==> config.mk <==
export PLATFORM = sky130hd
export DESIGN_NAME = edge_trigger_interpolator
export DESIGN_NICKNAME = d
export VERILOG_FILES = /design/src/rtl/etg_pkg.sv /design/src/rtl/etg_div.sv /design/src/rtl/edge_trigger_interpolator.sv
export SDC_FILE = /design/constraint.sdc
export NUM_CORES = 1
export LEC_CHECK = 0
export BUFFER_PORTS_ARGS = -buffer_cell sky130_fd_sc_hd__buf_2
export CAP_MARGIN = 20
export CORE_ASPECT_RATIO = 1.4
export CORE_MARGIN = 2
export CORE_UTILIZATION = 64
export DETAILED_ROUTE_END_ITERATION = 6
export MAX_ROUTING_LAYER = met4
export PLACE_DENSITY = 0.83
export SETUP_SLACK_MARGIN = 0.2
export SYNTH_ARGS = -nofsm -noshare
export SYNTH_HDL_FRONTEND = slang
export SYNTH_SLANG_ARGS = --single-unit
==> constraint.sdc <==
create_clock -name clk -period 8.6 [get_ports clk]
set_clock_uncertainty 0.15 [all_clocks]
set_input_delay 2.58 -clock clk [delete_from_list [all_inputs] [get_ports clk]]
set_output_delay 2.58 -clock clk [all_outputs]
set_load 0.005 [all_outputs]
==> src/rtl/etg_pkg.sv <==
// Shared types and codes for the edge trigger interpolator.
`default_nettype none

package etg_pkg;

    // Fraction format: unsigned Q0.16 with one extra bit so that 1.0 fits.
    localparam int FRAC_BITS = 16;
    localparam int FRAC_W    = FRAC_BITS + 1;
    localparam int STEP_W    = $clog2(FRAC_W);

    // Edge kind codes as reported in the result.
    localparam logic [1:0] KIND_FLAT = 2'd0;
    localparam logic [1:0] KIND_RISE = 2'd1;
    localparam logic [1:0] KIND_FALL = 2'd2;

    // Edge mode codes of the trigger configuration.
    localparam logic [1:0] MODE_ANY  = 2'd0;
    localparam logic [1:0] MODE_RISE = 2'd1;
    localparam logic [1:0] MODE_FALL = 2'd2;

    // Configuration register indexes.
    localparam logic [1:0] REG_TRIGGER_LEVEL  = 2'd0;
    localparam logic [1:0] REG_EDGE_MODE      = 2'd1;
    localparam logic [1:0] REG_CHANNEL_SELECT = 2'd2;

    // Control states of the top level, one-hot.
    typedef enum logic [2:0] {
        ST_IDLE = 3'b001,
        ST_DIV  = 3'b010,
        ST_DONE = 3'b100
    } etg_state_t;

    // Status of the serial divider as seen by the controller.
    typedef struct packed {
        logic busy;
        logic done;
    } div_status_t;

endpackage

`default_nettype wire

==> src/rtl/etg_div.sv <==
// Restoring divider that produces one quotient bit per cycle.
`default_nettype none

module etg_div
    import etg_pkg::*;
#(
    parameter int SAMPLE_BITS = 16
)
(
    input  wire logic                   clk,
    input  wire logic                   rst_n,
    input  wire logic                   start,
    input  wire logic [SAMPLE_BITS-1:0] num,
    input  wire logic [SAMPLE_BITS-1:0] den,
    output logic      [FRAC_W-1:0]      quot,
    output div_status_t                 status
);

    logic [SAMPLE_BITS:0]   rem_reg,  rem_next;
    logic [SAMPLE_BITS-1:0] den_reg,  den_next;
    logic [FRAC_W-1:0]      quot_reg, quot_next;
    logic [STEP_W-1:0]      step_reg, step_next;
    logic                   busy_reg, busy_next;
    logic                   done_reg, done_next;

    logic [SAMPLE_BITS+1:0] trial;
    logic                   ge;
    logic [SAMPLE_BITS:0]   kept;

    // One trial subtraction per cycle; the partial remainder stays below the divisor.
    always_comb
    begin
        trial = {1'b0, rem_reg} - {2'b00, den_reg};
        ge    = ~trial[SAMPLE_BITS+1];
        kept  = ge ? trial[SAMPLE_BITS:0] : rem_reg;
    end

    // Load on start, then shift one quotient bit in per step.
    always_comb
    begin
        rem_next  = rem_reg;
        den_next  = den_reg;
        quot_next = quot_reg;
        step_next = step_reg;
        busy_next = busy_reg;
        done_next = 1'b0;
        if (start)
        begin
            rem_next  = {1'b0, num};
            den_next  = den;
            quot_next = '0;
            step_next = '0;
            busy_next = 1'b1;
        end
        else if (busy_reg)
        begin
            rem_next  = {kept[SAMPLE_BITS-1:0], 1'b0};
            quot_next = {quot_reg[FRAC_W-2:0], ge};
            step_next = step_reg + 1'b1;
            if (step_reg == STEP_W'(FRAC_W - 1))
            begin
                busy_next = 1'b0;
                done_next = 1'b1;
            end
        end
    end

    // Control bits get reset; the datapath registers do not need it.
    always_ff @(posedge clk or negedge rst_n)
    begin
        if (!rst_n)
        begin
            busy_reg <= 1'b0;
            done_reg <= 1'b0;
            step_reg <= '0;
        end
        else
        begin
            busy_reg <= busy_next;
            done_reg <= done_next;
            step_reg <= step_next;
        end
    end

    always_ff @(posedge clk)
    begin
        rem_reg  <= rem_next;
        den_reg  <= den_next;
        quot_reg <= quot_next;
    end

    assign quot        = quot_reg;
    assign status.busy = busy_reg;
    assign status.done = done_reg;

endmodule

`default_nettype wire

==> src/rtl/edge_trigger_interpolator.sv <==
// Top level of the edge trigger with linear interpolation of the crossing point.
//
// Usage:
//   The slave stream carries one sample row per beat: tdata holds the channel
//   samples, channel 0 in the lowest bits, and tuser bit 0 is frame_start.
//   The block watches the channel picked by channel_select and pairs each
//   sample with the previous one of the same frame. When the trigger level
//   lies inside a pair and the edge matches edge_mode, one result beat goes
//   out on the master stream: tdata holds crossing_index then
//   crossing_fraction (Q0.16, 65536 is 1.0), tuser holds edge_kind.
// Timing:
//   A row with no result keeps s_tready high. A flat crossing drops
//   s_tready until it has moved to the output register.
//   A sloped crossing runs the serial divider, one quotient bit per cycle, then
//   passes ST_DONE to the output register; its result beat appears when
//   s_tready returns high, and no row is taken in between.
// Reset and stalls:
//   Reset clears the configuration, the frame state and the output valid flag.
//   A result waits in the output register while m_tready is low; the next
//   row is still taken, and only a further result has to wait for it.
`default_nettype none

module edge_trigger_interpolator
    import etg_pkg::*;
#(
    parameter int CHANNELS    = 4,
    parameter int SAMPLE_BITS = 16,
    parameter int INDEX_BITS  = 16
)
(
    input  wire logic                     clk,
    input  wire logic                     rst_n,
    // Configuration write port.
    input  wire logic                     cfg_wen,
    input  wire logic [1:0]               cfg_index,
    input  wire logic [SAMPLE_BITS-1:0]   cfg_data,
    // Slave stream: sample rows.
    input  wire logic                     s_tvalid,
    output logic                          s_tready,
    // s_tdata from bit 0 up: sample_ch0 .. sample_chN, then zero padding.
    input  wire logic [((CHANNELS*SAMPLE_BITS+7)/8)*8-1:0] s_tdata,
    // s_tuser: bit 0 frame_start.
    input  wire logic [0:0]               s_tuser,
    // Master stream: crossings.
    output logic                          m_tvalid,
    input  wire logic                     m_tready,
    // m_tdata from bit 0 up: crossing_index, crossing_fraction, zero padding.
    output logic [((INDEX_BITS+FRAC_W+7)/8)*8-1:0] m_tdata,
    // m_tuser: edge_kind.
    output logic [1:0]                    m_tuser
);

    localparam int OUT_W    = ((INDEX_BITS + FRAC_W + 7) / 8) * 8;
    localparam int CH_IDX_W = (CHANNELS > 1) ? $clog2(CHANNELS) : 1;
    localparam logic [3:0] LAST_CH = 4'(CHANNELS - 1);
    localparam logic [INDEX_BITS-1:0] INDEX_MAX = '1;

    // Configuration registers.
    logic signed [SAMPLE_BITS-1:0] trigger_level_reg;
    logic [1:0]                    edge_mode_reg;
    logic [1:0]                    channel_select_reg;

    // Frame state.
    logic signed [SAMPLE_BITS-1:0] prev_sample_reg, prev_sample_next;
    logic                          have_prev_reg,   have_prev_next;
    logic [INDEX_BITS-1:0]         row_count_reg,   row_count_next;

    // Pending result and control.
    etg_state_t                    state_reg, state_next;
    logic [INDEX_BITS-1:0]         pend_index_reg, pend_index_next;
    logic [1:0]                    pend_kind_reg,  pend_kind_next;
    logic                          pend_flat_reg,  pend_flat_next;

    // Output register.
    logic                          out_valid_reg, out_valid_next;
    logic [INDEX_BITS-1:0]         out_index_reg, out_index_next;
    logic [FRAC_W-1:0]             out_frac_reg,  out_frac_next;
    logic [1:0]                    out_kind_reg,  out_kind_next;

    logic signed [SAMPLE_BITS-1:0] samples [CHANNELS];
    logic [3:0]                    ch_sel;
    logic signed [SAMPLE_BITS-1:0] cur;
    logic                          frame_start;
    logic                          accept;
    logic                          pair_ok;
    logic [INDEX_BITS-1:0]         base_count;
    logic                          rise;
    logic                          fall;
    logic                          in_range;
    logic                          mode_ok;
    logic                          hit;
    logic [1:0]                    kind;
    logic signed [SAMPLE_BITS:0]   diff_num;
    logic signed [SAMPLE_BITS:0]   diff_den;
    logic signed [SAMPLE_BITS:0]   mag_num;
    logic signed [SAMPLE_BITS:0]   mag_den;
    logic                          div_start;
    logic                          out_free;
    logic [FRAC_W-1:0]             div_quot;
    div_status_t                   div_status;

    // Unpack the channel samples from the row beat.
    for (genvar c = 0; c < CHANNELS; c++)
    begin : g_unpack
        assign samples[c] = s_tdata[c*SAMPLE_BITS +: SAMPLE_BITS];
    end

    // Pick the examined channel; selections past the last channel use the last one.
    always_comb
    begin
        ch_sel = {2'b00, channel_select_reg};
        if (ch_sel > LAST_CH)
        begin
            ch_sel = LAST_CH;
        end
    end

    assign cur         = samples[ch_sel[CH_IDX_W-1:0]];
    assign frame_start = s_tuser[0];
    assign s_tready    = (state_reg == ST_IDLE);
    assign accept      = s_tvalid && s_tready;
    assign out_free    = !out_valid_reg || m_tready;

    // Classify the pair and test the level against its closed range.
    always_comb
    begin
        pair_ok    = have_prev_reg && !frame_start;
        base_count = frame_start ? '0 : row_count_reg;
        rise       = prev_sample_reg < cur;
        fall       = prev_sample_reg > cur;
        kind       = fall ? KIND_FALL : (rise ? KIND_RISE : KIND_FLAT);
        if (rise)
        begin
            in_range = (trigger_level_reg >= prev_sample_reg) && (trigger_level_reg <= cur);
        end
        else
        begin
            in_range = (trigger_level_reg >= cur) && (trigger_level_reg <= prev_sample_reg);
        end
        mode_ok = (edge_mode_reg == MODE_ANY)
               || ((edge_mode_reg == MODE_RISE) && rise)
               || ((edge_mode_reg == MODE_FALL) && fall);
        hit     = pair_ok && in_range && mode_ok;
    end

    // Magnitudes of level minus first sample and second minus first sample.
    always_comb
    begin
        diff_num = {trigger_level_reg[SAMPLE_BITS-1], trigger_level_reg}
                 - {prev_sample_reg[SAMPLE_BITS-1], prev_sample_reg};
        diff_den = {cur[SAMPLE_BITS-1], cur}
                 - {prev_sample_reg[SAMPLE_BITS-1], prev_sample_reg};
        mag_num  = diff_num[SAMPLE_BITS] ? -diff_num : diff_num;
        mag_den  = diff_den[SAMPLE_BITS] ? -diff_den : diff_den;
    end

    assign div_start = accept && hit && (kind != KIND_FLAT);

    etg_div #(
        .SAMPLE_BITS (SAMPLE_BITS)
    ) u_div (
        .clk    (clk),
        .rst_n  (rst_n),
        .start  (div_start),
        .num    (mag_num[SAMPLE_BITS-1:0]),
        .den    (mag_den[SAMPLE_BITS-1:0]),
        .quot   (div_quot),
        .status (div_status)
    );

    // Controller: frame state update on each row; a hit waits for the fraction if sloped, then goes to the output.
    always_comb
    begin
        state_next       = state_reg;
        prev_sample_next = prev_sample_reg;
        have_prev_next   = have_prev_reg;
        row_count_next   = row_count_reg;
        pend_index_next  = pend_index_reg;
        pend_kind_next   = pend_kind_reg;
        pend_flat_next   = pend_flat_reg;
        out_valid_next   = out_valid_reg && !m_tready;
        out_index_next   = out_index_reg;
        out_frac_next    = out_frac_reg;
        out_kind_next    = out_kind_reg;
        unique case (state_reg)
            ST_IDLE:
            begin
                if (accept)
                begin
                    prev_sample_next = cur;
                    have_prev_next   = 1'b1;
                    row_count_next   = base_count;
                    if (pair_ok && (base_count != INDEX_MAX))
                    begin
                        row_count_next = base_count + 1'b1;
                    end
                    if (hit)
                    begin
                        pend_index_next = base_count;
                        pend_kind_next  = kind;
                        pend_flat_next  = (kind == KIND_FLAT);
                        state_next      = (kind == KIND_FLAT) ? ST_DONE : ST_DIV;
                    end
                end
            end
            ST_DIV:
            begin
                if (div_status.done && !div_status.busy)
                begin
                    state_next = ST_DONE;
                end
            end
            ST_DONE:
            begin
                if (out_free)
                begin
                    out_valid_next = 1'b1;
                    out_index_next = pend_index_reg;
                    out_frac_next  = pend_flat_reg ? '0 : div_quot;
                    out_kind_next  = pend_kind_reg;
                    state_next     = ST_IDLE;
                end
            end
            default:
            begin
                state_next = ST_IDLE;
            end
        endcase
    end

    // Configuration writes; indexes past the list are ignored.
    always_ff @(posedge clk or negedge rst_n)
    begin
        if (!rst_n)
        begin
            trigger_level_reg  <= '0;
            edge_mode_reg      <= MODE_ANY;
            channel_select_reg <= '0;
        end
        else if (cfg_wen)
        begin
            unique case (cfg_index)
                REG_TRIGGER_LEVEL:  trigger_level_reg  <= cfg_data;
                REG_EDGE_MODE:      edge_mode_reg      <= cfg_data[1:0];
                REG_CHANNEL_SELECT: channel_select_reg <= cfg_data[1:0];
                default:            ;
            endcase
        end
    end

    // Control and frame state.
    always_ff @(posedge clk or negedge rst_n)
    begin
        if (!rst_n)
        begin
            state_reg       <= ST_IDLE;
            prev_sample_reg <= '0;
            have_prev_reg   <= 1'b0;
            row_count_reg   <= '0;
            out_valid_reg   <= 1'b0;
        end
        else
        begin
            state_reg       <= state_next;
            prev_sample_reg <= prev_sample_next;
            have_prev_reg   <= have_prev_next;
            row_count_reg   <= row_count_next;
            out_valid_reg   <= out_valid_next;
        end
    end

    // Result payload.
    always_ff @(posedge clk)
    begin
        pend_index_reg <= pend_index_next;
        pend_kind_reg  <= pend_kind_next;
        pend_flat_reg  <= pend_flat_next;
        out_index_reg  <= out_index_next;
        out_frac_reg   <= out_frac_next;
        out_kind_reg   <= out_kind_next;
    end

    assign m_tvalid = out_valid_reg;
    assign m_tdata  = OUT_W'({out_frac_reg, out_index_reg});
    assign m_tuser  = out_kind_reg;

endmodule

`default_nettype wire

==> impl_metrics.json <==
{
  "grt_pass1_wl_um": 38300,
  "drive_gt1_share_pct": 19.2,
  "finalNetCount": 1301,
  "syn_to_final_growth_pct": 13.2,
  "die_area_um2": 17500,
  "worstSetupStartpointType": "primary input",
  "avgSynthCellArea_um2": 10.3,
  "die_y_um": 156,
  "period_needed_ns": 6.55,
  "hold_viol_final": 0,
  "drc": 0,
  "num_vias": 7995,
  "synth-edff-count": 86,
  "detailed_place_hpwl_um": 16700,
  "clock-sinks": 168,
  "cts_root_buf": "clkbuf_16",
  "ctsHoldBuffers": 0,
  "min_to": "out_index_reg[6]",
  "clock_path_buffers": 2,
  "hold_class": "flip-flop to flip-flop",
  "final_antenna_net_count": 0,
  "async_flop_share_pct": 38.1,
  "fmax_mhz": 153,
  "ios": 132,
  "synth_top_cell_by_area": "edfxtp_1",
  "synthCells": 1023,
  "crit_path_cell_trace": "buf_2 > mux4_2 > ha_1 > and3_1 > nand4_1 > nor4_1 > nor2_1 > a21oi_1 > a32oi_1 > nor4_4 > buf_4 > mux2_1",
  "reg2reg_from": "channel_select_reg[0]",
  "yosys-top-cells-area": "edfxtp_1, dfrtp_1, ha_1",
  "antenna_cells": 0,
  "yosys-top-cells-count": "edfxtp_1, inv_1, nand2_1",
  "place.gp.congestion": 0.952,
  "maxSlewViolCount": 0,
  "reg2reg_to": "u_div.rem_reg[2]",
  "first_pass_iters": 5,
  "wl_per_cell_um": 17.0,
  "max_slew_margin_pct": 33.1,
  "drtIter0Drc": 311,
  "critical-path-slowest-cell": "nor4_1",
  "initial_utilization_pct": 65.1,
  "finalSetupTns_ns": 0,
  "die_x_um": 112,
  "clock_latency_ns": 0.43,
  "tightestPinTransition_ns": 1.00,
  "synth.top_cell.area_share_pct": 24.5,
  "leakage_nw": 5.05,
  "hold_depth": 0,
  "cp.depth": 12,
  "comb_power_share_pct": 56.2,
  "crit_type": "primary input to flip-flop",
  "coreArea_um2": 16200,
  "netlist_area_um2": 10500,
  "crit_fanout": 58,
  "power_density_nw_per_um2": 392,
  "period_share_pct": 76.1,
  "ff2ff_path_depth": 11,
  "routed_via_density": 5.91,
  "cts_tree": "yes",
  "cp_top_family": "simple AND/OR/NAND/NOR gates",
  "p_total_mw": 4.68,
  "portBuffers": 124,
  "numCtsBuffers": 17,
  "cap_viol_max_count": 0,
  "hold_start": "pend_index_reg[6]",
  "setup_viol": 0,
  "sequentialPowerShare_pct": 27.6,
  "path_buf_inv": 2,
  "reg2reg_slack_ns": 3.14,
  "p_int_mw": 2.68,
  "ys_seq_elements": 168,
  "ys_seq_area_share_pct": 43.2,
  "synth_flop_cell": "edfxtp_1",
  "outcome": "finished clean",
  "ys_types": 82,
  "antenna_found_initial": 0,
  "postCtsSetupBuffers": 0,
  "cts_resized": 0,
  "p_switching_mw": 1.99,
  "grt_max_degree": 65,
  "endpoint_kind": "flip-flop",
  "power.share.switching_pct": 42.6,
  "required_ns": 8.63,
  "cpPeakStageDelay_ns": 0.70,
  "fill_cells": 1080,
  "yosysMostFrequentCell": "edfxtp_1",
  "cts.clk_slew.worst_paths_ns": 0.07,
  "utilization_pct": 73.7,
  "ir_drop_mv": 0.265,
  "core.rowCount": 55,
  "gr-total-overflow": 0,
  "synth_warnings": 0,
  "grt_setup_unrepaired": "no",
  "gr-usage-all-layers_pct": 28.0,
  "h-tree-depth": 4,
  "pwr-share-clk_pct": 16.2,
  "arrival_ns": 6.58,
  "grt_pass1_vias": 8198,
  "drt-total-wl_um": 23000
}
power groups by stage:
stage | Clock [mW] | Sequential (mW) | Combinational, mW
after floorplan | 0 | 1.25 | 2.10
after global placement | 0 | 1.29 | 2.50
after detailed placement | 0 | 1.30 | 2.57
after CTS | 0.762 | 1.29 | 2.62
after global routing | 0.794 | 1.31 | 2.95
final | 0.757 | 1.29 | 2.63
metrics by stage:
step	hold WS, ns	std cells	area [µm²]	setup WS, ns
after floorplan	0.250	1029	10600	1.66
after global placement	0.251	1319	11300	1.77
after detailed placement	0.258	1320	11300	1.67
after CTS	0.272	1352	11900	2.13
after global routing	0.283	1353	11900	1.86
final	0.277	1353	11900	2.05
cell type report:
| class | instances | area [µm²] | area share (%) |
|---|---|---|---|
| clock buffers | 17 | 425 | 3.57 |
| clock inverters | 15 | 159 | 1.33 |
| repair buffers | 132 | 704 | 5.91 |
| well taps | 199 | 249 | 2.09 |
| multi-input cells | 742 | 5540 | 46.5 |
| inverters | 80 | 300 | 2.52 |
| flip-flops and latches | 168 | 4550 | 38.1 |
layout by cell type (no fill, tap or decap), types with 6 or more instances in the layout:
cell	count
dfrtp_1	63
mux4_2	16
o21ai_0	61
nand3_1	18
and3_1	10
o21a_1	9
buf_4	6
buf_2	124
nor2_1	69
edfxtp_1	86
ha_1	69
mux2i_1	38
mux2_2	20
dfxtp_1	18
clkbuf_16	17
xor2_1	34
nor3_1	18
nor2b_1	43
xnor2_1	45
nand2b_1	10
nand2_1	74
conb_1	7
a21o_1	13
o22ai_1	7
a31oi_1	9
a21oi_1	43
nor4_1	8
or3_1	8
o21bai_1	8
nand4_1	13
inv_1	80
worst register-to-register path, delay by kind of cell, from the launching register on:
| family | cells | cell delay, ns |
|---|---|---|
| DFF | 1 | 1.01 |
| adders and majority gates | 1 | 0.45 |
| and+or+nand+nor | 5 | 1.34 |
| buffers and inverters | 1 | 0.60 |
| muxes | 2 | 1.08 |
| AOI/OAI and AO/OA | 2 | 0.56 |
logic make-up after synthesis:
family / after synthesis / share of synthesized area (%)
compound gates: 204 / 12.6
mux: 77 / 9.49
buf+inv: 119 / 4.63
other cells: 1 / 0.0356
xor+xnor: 79 / 6.57
fa+ha+maj: 72 / 8.77
flops: 168 / 43.2
simple gates: 303 / 14.7
how the worst max path moves through the flow:
| stage | start | endpoint | slack, ns |
|---|---|---|---|
| floorplan | s_tdata[61] | pend_flat_reg | 1.66 |
| global placement | s_tdata[49] | u_div.rem_reg[1] | 1.77 |
| detailed placement | s_tdata[49] | u_div.rem_reg[1] | 1.67 |
| CTS | s_tdata[49] | u_div.rem_reg[1] | 2.13 |
| global route | s_tdata[49] | u_div.rem_reg[1] | 1.86 |
| finish | s_tdata[59] | u_div.rem_reg[2] | 2.05 |
metal layers:
| layer | global-route usage, % | share of wire [%] |
|---|---|---|
| met5 | - | 0 |
| met3 | 4.86 | 4.7 |
| met4 | 12.9 | 3.6 |
| met1 | 32.6 | 40 |
| met2 | 47.5 | 52 |
(Power assumes the default switching activity.)
